## src/channel_circuit_breaker_unit_assert.svh

```systemverilog
// Assertion macros used by the circuit breaker controller.
`ifndef CHANNEL_CIRCUIT_BREAKER_UNIT_ASSERT_SVH
`define CHANNEL_CIRCUIT_BREAKER_UNIT_ASSERT_SVH

// Same-cycle implication, checked out of reset.
`define CCB_ASSERT_IMP(label, clk, rst_n, ante, cons, msg) \
  label: assert property (@(posedge clk) disable iff (!rst_n) (ante) |-> (cons)) \
    else $error(msg);

// Next-cycle implication, checked out of reset.
`define CCB_ASSERT_NXT(label, clk, rst_n, ante, cons, msg) \
  label: assert property (@(posedge clk) disable iff (!rst_n) (ante) |=> (cons)) \
    else $error(msg);

`endif

```

## src/ccb_pkg.sv

```systemverilog
// Types and constants of the channel circuit breaker.
`timescale 1ns / 1ps
`default_nettype none
package ccb_pkg;

  localparam int CH_W     = 3;
  localparam int TIME_W   = 32;
  localparam int CNT_W    = 32;
  localparam int CONSEC_W = 8;
  localparam int THR_W    = 8;
  localparam int SHIFT_W  = 3;
  localparam int CFG_IDX_W  = 2;
  localparam int CFG_DATA_W = 32;

  typedef enum logic [1:0] {
    CMD_OK   = 2'd0,
    CMD_FAIL = 2'd1,
    CMD_GATE = 2'd2,
    CMD_READ = 2'd3
  } cmd_t;

  // Configuration register indexes
  localparam logic [CFG_IDX_W-1:0] CFG_FAIL_THRESHOLD = 2'd0;
  localparam logic [CFG_IDX_W-1:0] CFG_BASE_COOLDOWN  = 2'd1;
  localparam logic [CFG_IDX_W-1:0] CFG_MAX_SHIFT      = 2'd2;

  // Configuration reset values
  localparam logic [THR_W-1:0]   RST_FAIL_THRESHOLD = 8'd5;
  localparam logic [TIME_W-1:0]  RST_BASE_COOLDOWN  = 32'd1800000;
  localparam logic [SHIFT_W-1:0] RST_MAX_SHIFT      = 3'd3;

  localparam logic [CONSEC_W-1:0] CONSEC_MAX = '1;

  // Controller to datapath commands
  typedef struct packed {
    logic capture;  // take the input transfer into the work registers
    logic load;     // read the table entry and prepare the update
    logic exec;     // write back the entry and fill the result register
  } ctrl_cmd_t;

endpackage
`default_nettype wire

```

## src/ccb_ctrl.sv

```systemverilog
// Controller: sequences capture, load and execute, and owns the result valid.
`timescale 1ns / 1ps
`default_nettype none
`include "channel_circuit_breaker_unit_assert.svh"
module ccb_ctrl
  import ccb_pkg::*;
(
  input  wire logic clk,
  input  wire logic rst_n,
  input  wire logic in_valid,
  output logic      in_ready,
  output logic      out_valid,
  input  wire logic out_ready,
  output ctrl_cmd_t cmd
);

  typedef enum logic [1:0] {
    S_IDLE,
    S_LOAD,
    S_EXEC
  } state_t;

  state_t state_r, state_nxt;
  logic   out_valid_r, out_valid_nxt;
  logic   exec_fire;
  logic   capture;

  // Execute completes once the result register is free or being drained;
  // hold off input transfers while in reset
  assign exec_fire = (state_r == S_EXEC) && (!out_valid_r || out_ready);
  assign in_ready  = rst_n && ((state_r == S_IDLE) || exec_fire);
  assign capture   = in_valid && in_ready;

  assign cmd.capture = capture;
  assign cmd.load    = (state_r == S_LOAD);
  assign cmd.exec    = exec_fire;
  assign out_valid   = out_valid_r;

  // Next state and result valid
  always_comb begin
    state_nxt = state_r;
    unique case (state_r)
      S_IDLE: begin
        if (capture) state_nxt = S_LOAD;
      end
      S_LOAD: begin
        state_nxt = S_EXEC;
      end
      S_EXEC: begin
        if (exec_fire) state_nxt = capture ? S_LOAD : S_IDLE;
      end
      default: begin
        state_nxt = S_IDLE;
      end
    endcase

    if (exec_fire) begin
      out_valid_nxt = 1'b1;
    end else if (out_ready) begin
      out_valid_nxt = 1'b0;
    end else begin
      out_valid_nxt = out_valid_r;
    end
  end

  // Hold state and registered outputs
  always_ff @(posedge clk) begin
    if (!rst_n) begin
      state_r     <= S_IDLE;
      out_valid_r <= 1'b0;
    end else begin
      state_r     <= state_nxt;
      out_valid_r <= out_valid_nxt;
    end
  end

  `CCB_ASSERT_IMP(a_capture_when_free, clk, rst_n, capture, (state_r == S_IDLE) || (state_r == S_EXEC), "input taken while busy")
  `CCB_ASSERT_NXT(a_load_then_exec, clk, rst_n, state_r == S_LOAD, state_r == S_EXEC, "load not followed by execute")
  `CCB_ASSERT_NXT(a_exec_gives_result, clk, rst_n, exec_fire, out_valid_r, "execute did not present a result")
  `CCB_ASSERT_NXT(a_stall_holds_exec, clk, rst_n, (state_r == S_EXEC) && out_valid_r && !out_ready, state_r == S_EXEC, "execute left while result stalled")

endmodule
`default_nettype wire

```

## config.mk

```make
export PLATFORM = sky130hd
export DESIGN_NAME = ccb_ctrl
export DESIGN_NICKNAME = d
export VERILOG_FILES = /design/src/ccb_pkg.sv /design/src/ccb_ctrl.sv
export VERILOG_INCLUDE_DIRS = /design/src /design/src/src
export SDC_FILE = /design/constraint.sdc
export NUM_CORES = 1
export LEC_CHECK = 0
export ABC_AREA = 0
export BUFFER_PORTS_ARGS = -buffer_cell sky130_fd_sc_hd__buf_2
export CORE_AREA = 2 2 39 41
export DETAILED_ROUTE_END_ITERATION = 6
export DIE_AREA = 0 0 41 43
export SYNTH_ARGS = -nofsm -noshare
export SYNTH_HDL_FRONTEND = slang
export SYNTH_SLANG_ARGS = --single-unit
```

## constraint.sdc

```tcl
create_clock -name clk -period 1.3 [get_ports clk]
set_clock_uncertainty 0.1 [all_clocks]
set_input_delay 0.195 -clock clk [delete_from_list [all_inputs] [get_ports clk]]
set_output_delay 0.195 -clock clk [all_outputs]
set_load 0.05 [all_outputs]
```

== After elaboration in Yosys (flattened, before gate mapping) ==
Index checks and enable logic that the tools add are counted.

* Equal/unequal tests: 4
* Muxes and demuxes: 6
* Reductions and logical operators: 9

{| class="wikitable"
|+ Operators with widths
! cell !! count
|-
| $pmux W2 S3 || 1
|-
| $mux W2 || 2
|-
| $ne A2 B2 Y1 const B || 2
|-
| $logic_and A1 B1 Y1 || 3
|-
| $mux W1 || 3
|-
| $eq A2 B1 Y1 const B || 1
|-
| $eq A2 B2 Y1 const B || 1
|-
| $logic_not A2 Y1 || 1
|-
| $logic_or A1 B1 Y1 || 2
|-
| $reduce_and A2 Y1 || 1
|-
| $reduce_bool A2 Y1 || 1
|-
| $logic_not A1 Y1 || 1
|}

* Bits in registers: 3
* Input bits: 4

== Depth between registers and ports, before layout ==
* Depth in word-level cells: 9
* Mapped depth: 3

== Worst setup path before layout ==
No wires, ideal clock.

* Path type: register -> output
* Start point: register out_valid_r, in the netlist out_valid
* End point: output in_ready
* Arrival: 1.508 ns
* Required time: 1.005 ns
* Path slack: -0.503 ns
* Stages on the path, launching flop included: 3
* Path buffers: 0
* Cells stage by stage: dfxtp_1 -> nor2b_1 -> a21oi_1

* Longest elaborated chain between the ends: 5

{| class="wikitable"
|+ Ends and longest elaborated chain
! what !! RTL line !! source
|-
| start, declared || ccb_ctrl.sv:24 || <nowiki>logic out_valid_r, out_valid_nxt;</nowiki>
|-
| start signal, assigned || ccb_ctrl.sv:73 || <nowiki>out_valid_r <= out_valid_nxt;</nowiki>
|-
| $logic_not A1 Y1 || ccb_ctrl.sv:30 || <nowiki>assign exec_fire = (state_r == S_EXEC) && (!out_valid_r || out_ready);</nowiki>
|-
| $logic_or A1 B1 Y1 || ccb_ctrl.sv:30 ||
|-
| $logic_and A1 B1 Y1 || ccb_ctrl.sv:30 ||
|-
| $logic_or A1 B1 Y1 || ccb_ctrl.sv:31 || <nowiki>assign in_ready = rst_n && ((state_r == S_IDLE) || exec_fire);</nowiki>
|-
| $logic_and A1 B1 Y1 || ccb_ctrl.sv:31 ||
|-
| end, declared || ccb_ctrl.sv:11 || <nowiki>output logic in_ready,</nowiki>
|}

Every way passes these cells.

== Worst setup path after layout ==
* Start point: register state_r[0]
* End point: output in_ready

* Longest elaborated chain between the ends: 4
* Elaborated cells on any way between the ends: 5
* Those cells by class: eq/ne: 1; reduce/logical: 4

{| class="wikitable"
|+ Ends and longest elaborated chain
! what !! RTL line !! source
|-
| start, declared || ccb_ctrl.sv:23 || <nowiki>state_t state_r, state_nxt;</nowiki>
|-
| start signal, assigned || ccb_ctrl.sv:72 || <nowiki>state_r <= state_nxt;</nowiki>
|-
| $eq A2 B2 Y1 || ccb_ctrl.sv:30 ||
|-
| $logic_and A1 B1 Y1 || ccb_ctrl.sv:30 ||
|-
| $logic_or A1 B1 Y1 * || ccb_ctrl.sv:31 ||
|-
| $logic_and A1 B1 Y1 * || ccb_ctrl.sv:31 ||
|}

Every way passes the cells marked *; elsewhere a longest branch is shown, timed or not.

==> reports/results.ini <==
[detailed_routing]
wl_per_cell_um = 9.29
via_per_inst = 3.69
drtPass1Iterations = 2
vias = 181
remaining_drc_errors = 0
drt_wl_total_um = 455
ant_nets = 0
first_iter_violations = 3

[final_layout]
finalNonFillerCells = 49
syn2layout_area_growth_pct = 117
fin_nets = 38
post-route-util = 0.265
fill_cells = 154
n_antenna_cell = 0
drive_gt1_frac = 0.788
design_area_um2 = 367

[synth]
yosys_register_bits = 3
synth_simple_gate_area_frac = 0.281
synth_common_cells = 3 x buf_4, 3 x dfxtp_1, 3 x nand2b_1, 2 x a211oi_1, 2 x nor2b_1
synth_xor_area_frac = 0
synthDistinctLibCells = 11
netlist.area_leader.share = 0.356
synth_top_family_by_area = simple AND/OR/NAND/NOR gates
synth_ff_type = dfxtp_1
synth_edf_count = 0
synth_area_per_cell_um2 = 8.89
synth_cells = 19
synth-async-reset-ratio = 0
synth_compound_area_frac = 0.207
synthMuxAreaShare = 0
yosysSeqAreaShare = 0.356
yosysTopAreaCell = dfxtp_1
yosysWarningCount = 0
syn_nets = 23
synth_area_leaders = dfxtp_1 36%, buf_4 13%, nand2b_1 11%
syn_area_um2 = 169
synth-adder-area-share = 0

[critical_path]
worstSetupPathType = register to output port
cp.arrival_ns = 1.09
critPathLaunchType = register
crit_path_max_fanout = 2
slowest_stage = dfxtp_2
path_buf_inv = 2
crit_family = buffers and inverters
slowest_delay_ns = 0.31
path_cells = nand2b_4, buf_4, a21oi_4, buf_6
cp-end-kind = output port
cp.required_ns = 1.00

[global_routing]
grt_antenna_before_repair = 0
grt_use_total = 0.0702
grt_pass1_wl_um = 779
grt_max_degree = 7
overflow = 0
grt_pass1_vias = 204

[clocking]
clk_path_buf_depth = 2
cts-hold-fix-buffers = 0
h-tree-depth = 1
cts_tree = yes
clk_pin_slew_ns = 0.03
clk_latency_ns = 0.23
cts.sinks = 3
cts-root-buf = clkbuf_4
cts_buffers = 3

[timing]
slew_violations = 0
hold_viol = 0
slew_headroom = 0.836
tightest_slew_ns = 0.248
fin_crit_sh = 1.07
max_freq_mhz = 722
fin_crit_ns = 1.39
rsz0062_at_grt = yes
fin_tns_setup_ns = -0.227
setup_ws_ns = -0.0856
report.final.setup_viol = 3

[place]
io_buffers = 8
dpl.hpwl_um = 345
place_congestion = 0.627
placed_area_um2 = 272
dp_slack_ns = 0.0446
placed_cells = 44

[power_and_ir_drop]
p_leak_uw = 0.000159
power_density_nw_per_um2 = 964
peakVddDrop_mv = 0.262

[job]
max_cap_viol_count = 0

[status]
violations = setup timing
status = finished, violations left

[floorplanning]
ios = 9
dieWidth_um = 41
dieArea_um2 = 1760
die_y_um = 43
start_util = 0.122
fp-row-count = 14
core_area_um2 = 1380

[min_path]
hp-class = primary input to register

worst paths after layout:
kind	start	to	slack, ns	cells past startpoint
hold / removal	in_valid	state_r[0]	0.12	3
setup / recovery	state_r[0]	in_ready	-0.09	4
setup reg to reg	out_valid	state_r[0]	0.19	4
hold reg to reg	state_r[1]	out_valid	0.47	2
layer usage:
metal | vias up | wire, um | global-route usage
met3 | 0 | 30 | 0.0314
met4 | 0 | 0 | 0.0800
met5 | - | 0 | 0
met2 | 4 | 269 | 0.0969
met1 | 87 | 154 | 0.0673
li1 | 90 | - | -
where the power goes:
part           switching, uW  internal (uW)
Sequential              5.63           96.1
Clock                   43.9            115
Combinational           49.9           43.2
Total                   99.5            254
kinds of logic after synthesis:
logic type      Yosys count
buf+inv                   4
compound gates            5
simple gates              7
flops                     3
worst register-to-register path: cells and delay by family, from the launching register on:
| family | cells | cell delay, ns |
|---|---|---|
| buf+inv | 2 | 0.24 |
| compound gates | 1 | 0.22 |
| simple gates | 1 | 0.13 |
| flops | 1 | 0.33 |
stage by stage:
step,power [uW],hold slack [ns]
3_3_place_gp,172,0.353
2_1_floorplan,153,0.212
5_1_grt,383,0.139
6_report,353,0.122
4_1_cts,358,0.124
3_5_place_dp,173,0.350
placed cells by master (no fill, tap or decap), types with 2 or more instances in the layout:
| cell type | instances |
|---|---|
| buf_6 | 3 |
| nand2b_4 | 2 |
| clkbuf_4 | 3 |
| nor2b_4 | 2 |
| dfxtp_2 | 2 |
| buf_2 | 4 |
| buf_4 | 4 |
cell type report:
| class | instances | area [um^2] | share of cell area |
|---|---|---|---|
| Tap cell | 16 | 20.0 | 0.0546 |
| Clock buffer | 4 | 26.3 | 0.0717 |
| Inverter | 1 | 3.75 | 0.0102 |
| Sequential cell | 3 | 66.3 | 0.181 |
| Timing Repair Buffer | 13 | 119 | 0.324 |
| Multi-Input combinational cell | 12 | 131 | 0.358 |
registers in the layout, indices dropped and copies added, names as in the netlist:
signal and flops:
out_valid 1, state_r 2
repair_timing:
action	in CTS	in global routing
pin swaps	2	0
setup buffers	1	0
setup endpoints to repair	4	4
gates resized for setup	15	2
Power figures use the tool's default switching activity.
