<file path="src/channel_circuit_breaker_unit_assert.svh">
// Assertion macros used by the circuit breaker controller.
`ifndef CHANNEL_CIRCUIT_BREAKER_UNIT_ASSERT_SVH
`define CHANNEL_CIRCUIT_BREAKER_UNIT_ASSERT_SVH

// Same-cycle implication, checked out of reset.
`define CCB_ASSERT_IMP(label, clk, rst_n, ante, cons, msg) \
  label: assert property (@(posedge clk) disable iff (!rst_n) (ante) |-> (cons)) \
    else $error(msg);

// Next-cycle implication, checked out of reset.
`define CCB_ASSERT_NXT(label, clk, rst_n, ante, cons, msg) \
  label: assert property (@(posedge clk) disable iff (!rst_n) (ante) |=> (cons)) \
    else $error(msg);

`endif

</file>
<file path="src/ccb_pkg.sv">
// Types and constants of the channel circuit breaker.
`timescale 1ns / 1ps
`default_nettype none
package ccb_pkg;

  localparam int CH_W     = 3;
  localparam int TIME_W   = 32;
  localparam int CNT_W    = 32;
  localparam int CONSEC_W = 8;
  localparam int THR_W    = 8;
  localparam int SHIFT_W  = 3;
  localparam int CFG_IDX_W  = 2;
  localparam int CFG_DATA_W = 32;

  typedef enum logic [1:0] {
    CMD_OK   = 2'd0,
    CMD_FAIL = 2'd1,
    CMD_GATE = 2'd2,
    CMD_READ = 2'd3
  } cmd_t;

  // Configuration register indexes
  localparam logic [CFG_IDX_W-1:0] CFG_FAIL_THRESHOLD = 2'd0;
  localparam logic [CFG_IDX_W-1:0] CFG_BASE_COOLDOWN  = 2'd1;
  localparam logic [CFG_IDX_W-1:0] CFG_MAX_SHIFT      = 2'd2;

  // Configuration reset values
  localparam logic [THR_W-1:0]   RST_FAIL_THRESHOLD = 8'd5;
  localparam logic [TIME_W-1:0]  RST_BASE_COOLDOWN  = 32'd1800000;
  localparam logic [SHIFT_W-1:0] RST_MAX_SHIFT      = 3'd3;

  localparam logic [CONSEC_W-1:0] CONSEC_MAX = '1;

  // Controller to datapath commands
  typedef struct packed {
    logic capture;  // take the input transfer into the work registers
    logic load;     // read the table entry and prepare the update
    logic exec;     // write back the entry and fill the result register
  } ctrl_cmd_t;

endpackage
`default_nettype wire

</file>
<file path="src/ccb_dp.sv">
// Datapath: configuration registers, per-channel tables and result register.
`timescale 1ns / 1ps
`default_nettype none
module ccb_dp
  import ccb_pkg::*;
#(
  parameter int NUM_CHANNELS = 8
) (
  input  wire logic                  clk,
  input  wire logic                  rst_n,
  input  wire ctrl_cmd_t             cmd,
  // configuration write
  input  wire logic                  cfg_we,
  input  wire logic [CFG_IDX_W-1:0]  cfg_index,
  input  wire logic [CFG_DATA_W-1:0] cfg_data,
  // event payload
  input  wire cmd_t                  in_cmd,
  input  wire logic [CH_W-1:0]       in_channel,
  input  wire logic [TIME_W-1:0]     in_now_ms,
  // result payload
  output logic                       out_cooling,
  output logic [CNT_W-1:0]           out_ok_count,
  output logic [CNT_W-1:0]           out_fail_count,
  output logic [CNT_W-1:0]           out_blocked_count,
  output logic [CONSEC_W-1:0]        out_consec_fail,
  output logic [TIME_W-1:0]          out_cooldown_end
);

  localparam int IDX_W = (NUM_CHANNELS > 1) ? $clog2(NUM_CHANNELS) : 1;

  // Configuration registers
  logic [THR_W-1:0]   fail_thr_r;
  logic [TIME_W-1:0]  base_cd_r;
  logic [SHIFT_W-1:0] max_shift_r;

  // Channel tables
  logic [CNT_W-1:0]    ok_tab_r     [NUM_CHANNELS];
  logic [CNT_W-1:0]    fail_tab_r   [NUM_CHANNELS];
  logic [CNT_W-1:0]    blk_tab_r    [NUM_CHANNELS];
  logic [CONSEC_W-1:0] consec_tab_r [NUM_CHANNELS];
  logic [TIME_W-1:0]   cd_tab_r     [NUM_CHANNELS];

  // Captured event
  cmd_t              q_cmd_r;
  logic [CH_W-1:0]   q_chan_r;
  logic [TIME_W-1:0] q_now_r;

  // Loaded entry and prepared update
  cmd_t                l_cmd_r;
  logic                l_valid_r;
  logic [IDX_W-1:0]    l_idx_r;
  logic [TIME_W-1:0]   l_now_r;
  logic [CNT_W-1:0]    l_ok_r;
  logic [CNT_W-1:0]    l_fail_r;
  logic [CNT_W-1:0]    l_blk_r;
  logic [CONSEC_W-1:0] l_consec_r;
  logic [TIME_W-1:0]   l_cd_r;
  logic                l_set_r;
  logic [TIME_W-1:0]   l_sh_base_r;
  logic                l_cool_old_r;

  // Load stage signals
  logic                in_range;
  logic [IDX_W-1:0]    rd_idx;
  logic [CONSEC_W-1:0] rd_consec;
  logic [TIME_W-1:0]   rd_cd;
  logic [CONSEC_W-1:0] consec_inc;
  logic [CONSEC_W-1:0] consec_new;
  logic [CONSEC_W-1:0] shift_diff;
  logic [SHIFT_W-1:0]  shift_amt;
  logic                set_cd;

  // Execute stage signals
  logic [TIME_W-1:0] cd_new;
  logic [CNT_W-1:0]  ok_new;
  logic [CNT_W-1:0]  fail_new;
  logic [CNT_W-1:0]  blk_new;
  logic              cool_new;
  logic              wr_en;

  // Configuration writes
  always_ff @(posedge clk) begin
    if (!rst_n) begin
      fail_thr_r  <= RST_FAIL_THRESHOLD;
      base_cd_r   <= RST_BASE_COOLDOWN;
      max_shift_r <= RST_MAX_SHIFT;
    end else if (cfg_we) begin
      unique case (cfg_index)
        CFG_FAIL_THRESHOLD: fail_thr_r  <= cfg_data[THR_W-1:0];
        CFG_BASE_COOLDOWN:  base_cd_r   <= cfg_data[TIME_W-1:0];
        CFG_MAX_SHIFT:      max_shift_r <= cfg_data[SHIFT_W-1:0];
        default: begin
        end
      endcase
    end
  end

  // Capture the event
  always_ff @(posedge clk) begin
    if (cmd.capture) begin
      q_cmd_r  <= in_cmd;
      q_chan_r <= in_channel;
      q_now_r  <= in_now_ms;
    end
  end

  // Load: read the entry, advance the run and pick the backoff shift
  assign in_range  = {1'b0, q_chan_r} < (CH_W + 1)'(NUM_CHANNELS);
  assign rd_idx    = in_range ? q_chan_r[IDX_W-1:0] : '0;
  assign rd_consec = consec_tab_r[rd_idx];
  assign rd_cd     = cd_tab_r[rd_idx];

  always_comb begin
    consec_inc = (rd_consec == CONSEC_MAX) ? CONSEC_MAX : rd_consec + 1'b1;
    case (q_cmd_r)
      CMD_OK:   consec_new = '0;
      CMD_FAIL: consec_new = consec_inc;
      default:  consec_new = rd_consec;
    endcase
    shift_diff = consec_inc - fail_thr_r;
    if (shift_diff > {{(CONSEC_W - SHIFT_W){1'b0}}, max_shift_r}) begin
      shift_amt = max_shift_r;
    end else begin
      shift_amt = shift_diff[SHIFT_W-1:0];
    end
    set_cd = (q_cmd_r == CMD_FAIL) && (consec_inc >= fail_thr_r);
  end

  always_ff @(posedge clk) begin
    if (cmd.load) begin
      l_cmd_r      <= q_cmd_r;
      l_valid_r    <= in_range;
      l_idx_r      <= rd_idx;
      l_now_r      <= q_now_r;
      l_ok_r       <= ok_tab_r[rd_idx];
      l_fail_r     <= fail_tab_r[rd_idx];
      l_blk_r      <= blk_tab_r[rd_idx];
      l_consec_r   <= consec_new;
      l_cd_r       <= rd_cd;
      l_set_r      <= set_cd;
      // at the threshold itself the difference is zero, so no doubling
      l_sh_base_r  <= base_cd_r << shift_amt;
      l_cool_old_r <= (rd_cd != '0) && (q_now_r < rd_cd);
    end
  end

  // Execute: new counters and cooldown end
  always_comb begin
    if (l_cmd_r == CMD_OK) begin
      cd_new = '0;
    end else if (l_set_r) begin
      cd_new = l_now_r + l_sh_base_r;
    end else begin
      cd_new = l_cd_r;
    end
    ok_new   = (l_cmd_r == CMD_OK)   ? l_ok_r + 1'b1   : l_ok_r;
    fail_new = (l_cmd_r == CMD_FAIL) ? l_fail_r + 1'b1 : l_fail_r;
    blk_new  = ((l_cmd_r == CMD_GATE) && l_cool_old_r) ? l_blk_r + 1'b1 : l_blk_r;
    cool_new = (cd_new != '0) && (l_now_r < cd_new);
    wr_en    = cmd.exec && l_valid_r;
  end

  // Write back the entry
  always_ff @(posedge clk) begin
    if (!rst_n) begin
      for (int i = 0; i < NUM_CHANNELS; i++) begin
        ok_tab_r[i]     <= '0;
        fail_tab_r[i]   <= '0;
        blk_tab_r[i]    <= '0;
        consec_tab_r[i] <= '0;
        cd_tab_r[i]     <= '0;
      end
    end else if (wr_en) begin
      ok_tab_r[l_idx_r]     <= ok_new;
      fail_tab_r[l_idx_r]   <= fail_new;
      blk_tab_r[l_idx_r]    <= blk_new;
      consec_tab_r[l_idx_r] <= l_consec_r;
      cd_tab_r[l_idx_r]     <= cd_new;
    end
  end

  // Result register; an absent channel reports all zero
  always_ff @(posedge clk) begin
    if (cmd.exec) begin
      if (l_valid_r) begin
        out_cooling       <= cool_new;
        out_ok_count      <= ok_new;
        out_fail_count    <= fail_new;
        out_blocked_count <= blk_new;
        out_consec_fail   <= l_consec_r;
        out_cooldown_end  <= cd_new;
      end else begin
        out_cooling       <= 1'b0;
        out_ok_count      <= '0;
        out_fail_count    <= '0;
        out_blocked_count <= '0;
        out_consec_fail   <= '0;
        out_cooldown_end  <= '0;
      end
    end
  end

endmodule
`default_nettype wire

</file>
<file path="config.mk">
export PLATFORM = sky130hd
export DESIGN_NAME = ccb_dp
export DESIGN_NICKNAME = d
export VERILOG_FILES = /design/src/channel_circuit_breaker_unit_assert.svh /design/src/ccb_pkg.sv /design/src/ccb_dp.sv
export SDC_FILE = /design/constraint.sdc
export NUM_CORES = 2
export LEC_CHECK = 0
export BUFFER_PORTS_ARGS = -buffer_cell sky130_fd_sc_hd__buf_4
export CAP_MARGIN = 10
export CORE_ASPECT_RATIO = 2
export CORE_UTILIZATION = 40
export CTS_BUF_LIST = sky130_fd_sc_hd__clkbuf_8
export DETAILED_ROUTE_END_ITERATION = 10
export RECOVER_POWER = 100
export SLEW_MARGIN = 5
export SYNTH_ARGS = -nofsm -noshare
export SYNTH_HDL_FRONTEND = slang
export SYNTH_SLANG_ARGS = --single-unit
</file>
<file path="constraint.sdc">
create_clock -name clk -period 7.3 [get_ports clk]
set_input_delay 1.46 -clock clk [delete_from_list [all_inputs] [get_ports clk]]
set_output_delay 1.46 -clock clk [all_outputs]
set_load 0.05 [all_outputs]
</file>
### Word level (Yosys, flattened, before mapping)

Memories as Yosys holds them, arrays and structs flattened. A register that Yosys moved wholly into a read port is not among the register bits.
Cells that the tools add are included.

* bits in registers: 328
* latch bits: 0
* RAM bits: 1088
* ROM bits: 0
* input port bits: 77
* output and inout port bits: 137
* logic and storage cells: 88
* memories kept: 5

Memories
* blk_tab_r: depth 8, width 32, rd ports 1, clocked after memory_dff 1, write ports 8, line ccb_dp.sv:39 `logic [CNT_W-1:0] blk_tab_r [NUM_CHANNELS];`
* cd_tab_r: depth 8, width 32, rd ports 1, clocked after memory_dff 1, write ports 8, line ccb_dp.sv:41 `logic [TIME_W-1:0] cd_tab_r [NUM_CHANNELS];`
* fail_tab_r: depth 8, width 32, rd ports 1, clocked after memory_dff 1, write ports 8, line ccb_dp.sv:38 `logic [CNT_W-1:0] fail_tab_r [NUM_CHANNELS];`
* ok_tab_r: depth 8, width 32, rd ports 1, clocked after memory_dff 1, write ports 8, line ccb_dp.sv:37 `logic [CNT_W-1:0] ok_tab_r [NUM_CHANNELS];`
* consec_tab_r: depth 8, width 8, rd ports 1, clocked after memory_dff 1, write ports 8, line ccb_dp.sv:40 `logic [CONSEC_W-1:0] consec_tab_r [NUM_CHANNELS];`

* add/sub/neg operators: 6
* multipliers: 0
* divide/modulo/power cells: 0
* $lt $le $gt $ge: 4
* eq/ne operators: 6
* shift operators: 1
* multiplexer cells: 29
* bitwise operators: 0
* reductions and logical operators: 17

Operator list (count)
* $mux 32: 9
* $reduce_or 32->1: 4
* $add 32x1->32 const B: 3
* $lt 32x32->1: 2
* $reduce_bool 32->1: 2
* $add 32x32->32: 1
* $shl 32x3->32: 1
* $mux 3: 8
* $mux 8: 2
* $pmux 8 s2: 1
* $mux 1: 9
* $add 8x1->8 const B: 1
* $eq 8x8->1 const B: 1
* $ge 8x8->1: 1
* $gt 8x3->1: 1
* $reduce_or 8->1: 1
* $sub 8x8->8: 1
* $eq 2x1->1 const B: 3
* $logic_not 2->1: 3
* $reduce_and 2->1: 3
* $eq 2x2->1 const B: 2
* $logic_and 1x1->1: 4

### Longest topological paths before layout

* depth after elaboration: 6
* mapped depth: 26
* mapped depth without buffers: 23

### Least setup slack after synthesis

No wires, ideal clock.

* path type: register -> register
* from: register (tool-made name)
* to: register l_sh_base_r[25], data pin
* setup time: 0.180 ns
* data arrival time: 6.080 ns
* data required time: 7.120 ns
* setup slack: 1.040 ns
* stages on the path, launching flop included: 25
* path buffers: 3
* period minus slack after synthesis: 6.260 ns
* path through: dfxtp_1 -> buf_2 -> buf_2 -> mux4_2 -> mux2_2 -> ha_1 -> nor2b_1 -> nand2b_1 -> inv_1 -> nand3b_1 -> and2_1 -> ha_1 -> fa_1 -> inv_1 -> ha_1 -> a21o_1 -> a21oi_1 -> a31oi_1 -> or4_4 -> nor4_4 -> mux2i_1 -> nor2_2 -> buf_2 -> a22o_1 -> a221oi_1

RTL lines
* end signal, assigned: line ccb_dp.sv:142 `l_sh_base_r <= base_cd_r << shift_amt;`
* end, declared: line ccb_dp.sv:59 `logic [TIME_W-1:0] l_sh_base_r;`

==> metrics.md <==
| Metric | Value |
|---|---|
| Final HPWL DP | about 110 mm |
| Detail Route Antenna Nets | 0 |
| Asr flop ratio synth | 0% |
| CTS root buf | clkbuf_8 |
| Number of CTS-inserted buffers | around 220 |
| Area Overhead vs Synth | 11.16% |
| LEAKAGE | roughly 0.027 uW |
| Syn Inst Count | roughly 4600 |
| CTS clk-pin slew, worst paths | roughly 0.070 ns |
| CTS Buffer Depth | 4 |
| CP required | 8.03 ns |
| Die height | between 500 and 600 um |
| Worst path slowest cell | clkbuf_1 |
| FILL cells | between 10000 and 15000 |
| Final worst path period need | roughly 7 ns |
| Crit-path max FO | 54 |
| Post-synth top flop | edfxtp_1 |
| Worst r2r path cells | 21 |
| Status | finished with violations |
| CTS resizes | 0 |
| Relative slew slack | -268.4% |
| Peak VDD IR | roughly 0.15 mV |
| Placed inst area | 0.07056 mm2 |
| Vias per inst | ~5.5 |
| Net count, final | 5012 |
| PwrDens | about 270 mW/mm2 |
| Worst-Margin Slew | 5.525 ns |
| Clock Latency Late Sink | about 0.96 ns |
| Seq cells post-synth | about 1500 |
| WP depth | 7 |
| Failing checks | max-capacitance violations, max-slew violations |
| Final worst path period share | 96.49% |
| Bufs and invs on worst path | 4 |
| IO buf count | between 200 and 250 |
| CP Cell Sequence | clkbuf_1 -> and3_1 -> clkbuf_1 -> nand3_4 -> clkbuf_2 -> clkbuf_4 -> nor2_1 |
| Area of the multi-input gates | a little under 0.02 mm2 |
| Unrepaired setup endpoints after global routing | false |
| Vias in the first global route | roughly 42000 |
| Total number of vias | ~39000 |
| Total global-route track usage | about 22% |
| Design Area, Final | 0.07370 mm2 |
| Skew final | between 0.08 and 0.09 ns |
| Crit Path Category | primary input to flop |
| Fin. max-slew vios | 1026 |
| Initial core utilization | 40.18% |
| DIE WIDTH | slightly below 300 um |
| Synth area leader | edfxtp_1 |
| Final non-filler cell total | just over 7000 |
| Kind of cell adding the most delay to the critical path | buffers and inverters |
| Wirelength per Cell | 25.50 um |
| Max-Cap Viols | 21 |
| First-iteration detailed-routing DRC count | roughly 2800 |
| CP max stage delay | just under 2 ns |
| Post-route setup TNS | 0 ns |
| Hold buffer count at CTS | 0 |
| Clk sink count | between 1500 and 2000 |
| Final Power | about 20000 uW |
| First-pass GRT wire length | 269.0 mm |
| Worst hold path startpoint | q_now_r[2] |
| Synth Net Count | 4752 |
| Final Hold Viols | 0 |
| Crit. Startpoint | rst_n |
| Syn Area/Cell | about 15 um2 |
| FMAX | ~140 MHz |
| Antenna violations before repair | 4 |
| Worst hold stages | 0 |
| Setup Buffers After CTS | 0 |
| Worst hold path class | flop to flop |
| Synth area leaders | edfxtp_1, mux4_2, nor2_1 |
| Sequential area share after synthesis | ~68% |
| # DRC | 0 |
| Critical path arrival | 7.77 ns |
| GPL Wtd Cong | just over 0.9 |
| Count of final setup violators | 0 |
| Setup crit start kind | primary input |
| DR pass1 iterations | 5 |
| Full die area | 0.1675 mm2 |
| Synthesized cell area | between 0.06 and 0.07 mm2 |
| FF/Latch Area | 0.04504 mm2 |
| Largest net degree at the start of global routing | between 100 and 150 |
| Setup ws final | between 0.2 and 0.3 ns |
| Netlist cell types | between 70 and 80 |
| Layout cells sized above 1 | between 15 and 20% |
| Synth top area share | ~67% |
| Row count | around 210 |
| Post-synth EDFFs | roughly 1500 |
| Inst Count DP | 6730 |
| Core Box Area | roughly 0.17 mm2 |
| # IOs | between 200 and 250 |
| GRT Residual Overflow | 0 |
| # H-tree levels | 4 |
| Crit path capture type | flop |
| Dpl ws | ~0.45 ns |
| TritonCTS clock tree | done |
| Synthesis Warnings | 0 |
| Crit path top cell by count | clkbuf_1 |
| Wirelength, routed | 182.0 mm |
[layout by cell type (no fill, tap or decap), types with 27 or more instances in the layout]
master and count:
inv_1 276, mux2i_1 79, edfxtp_1 1469, buf_4 63, nor2b_1 31, nand3_1 48
clkbuf_4 38, nor2_1 1108, mux4_2 273, xnor2_1 54, ha_1 108, xor2_1 63
clkinv_1 51, mux2_2 125, nand4_1 50, o21ai_0 55, dfxtp_1 43, nand2_1 183
a21oi_1 66, clkbuf_8 227, and3_1 72, clkinv_2 29, a21o_1 27, clkbuf_1 171
[power breakdown]
group          internal, uW  switching [uW]
clock network          3070            3380
logic                   952            1890
registers             10200             286
total                 14200            5550
[final cells by class]
cell class | instances | share of cell area, %
Multi-Input combinational cell | 2594 | 26.58
Clock inverter | 176 | 1.212
Clock buffer | 227 | 4.239
Antenna cell | 3 | 0.01019
Timing Repair Buffer | 297 | 2.243
Sequential cell | 1515 | 61.11
Tap cell | 2130 | 3.616
Inverter | 194 | 0.9880
[state kept, by name, indices dropped and copies added, names as in the netlist, 64 cells and up, named ones only]
register,flops
ok_tab_r,256
fail_tab_r,256
blk_tab_r,256
consec_tab_r,64
cd_tab_r,256
[logic make-up after synthesis]
kind of cell	after synthesis	synth area share [%]
xor+xnor	117	1.546
fa+ha+maj	110	2.098
mux	484	12.72
buf+inv	456	2.665
flops	1515	67.92
simple gates	1599	10.17
compound gates	284	2.876
[worst paths after layout]
path / slack, ns / to
worst max register to register: 0.45 / l_sh_base_r[26]
worst max-delay path: 0.26 / fail_tab_r[7][20]
worst min register to register: 0.48 / l_now_r[2]
worst min-delay path: 0.48 / l_now_r[2]
[layer usage]
metal	part of all wire, %	GRT usage [%]	up-vias
met2	53	40.59	1284
met4	4.8	10.30	0
met1	37	24.25	20191
met3	4.8	2.768	418
met5	0	0	-
li1	-	-	17344
[worst reg2reg max path, stage by stage (launching register included)]
cell      delay [ns]
dfxtp_4         0.56
mux4_2          0.56
mux2_2          0.32
ha_1            0.24
nor2b_1         0.16
nand2b_1        0.18
inv_1           0.08
nand3b_1        0.24
and2_1          0.21
ha_1            0.20
fa_1            0.46
inv_1           0.13
ha_1            0.26
a21o_1          0.16
a21oi_1         0.15
a31oi_1         0.06
or4_4           0.53
nor4_4          0.45
mux2_4          0.45
nor2_1          0.85
a22o_1          0.27
a221oi_1        0.05
[cell usage after synthesis (all sizes together) (3+ instances only)]
cell	instances
edfxtp	1469
nor2	1111
mux4	273
clkbuf	215
inv	192
nand2	192
mux2	130
ha	108
mux2i	81
and3	72
a21oi	66
xor2	63
o21ai	57
xnor2	54
nand3	50
nand4	50
buf	47
dfxtp	46
nor2b	31
a21o	27
and2	25
a21boi	24
a221oi	24
a22o	14
nand2b	13
o22ai	13
nor3	10
and4	9
or3	9
a211oi	7
or2	7
a31oi	6
o21a	6
nand3b	5
o211ai	5
nor3b	4
nor4	4
o21bai	4
a2111oi	3
a22oi	3
a41oi	3
o2111ai	3
o31ai	3
[metrics by stage]
step                hold WS, ns  utilization [%]
finish                   0.4790            44.67
global route             0.4915            44.67
CTS                      0.4785            45.20
detailed placement       0.4615            42.76
global placement         0.4557            42.76
floorplan                0.4244                -
No activity file was read; power rests on OpenSTA's default activity.
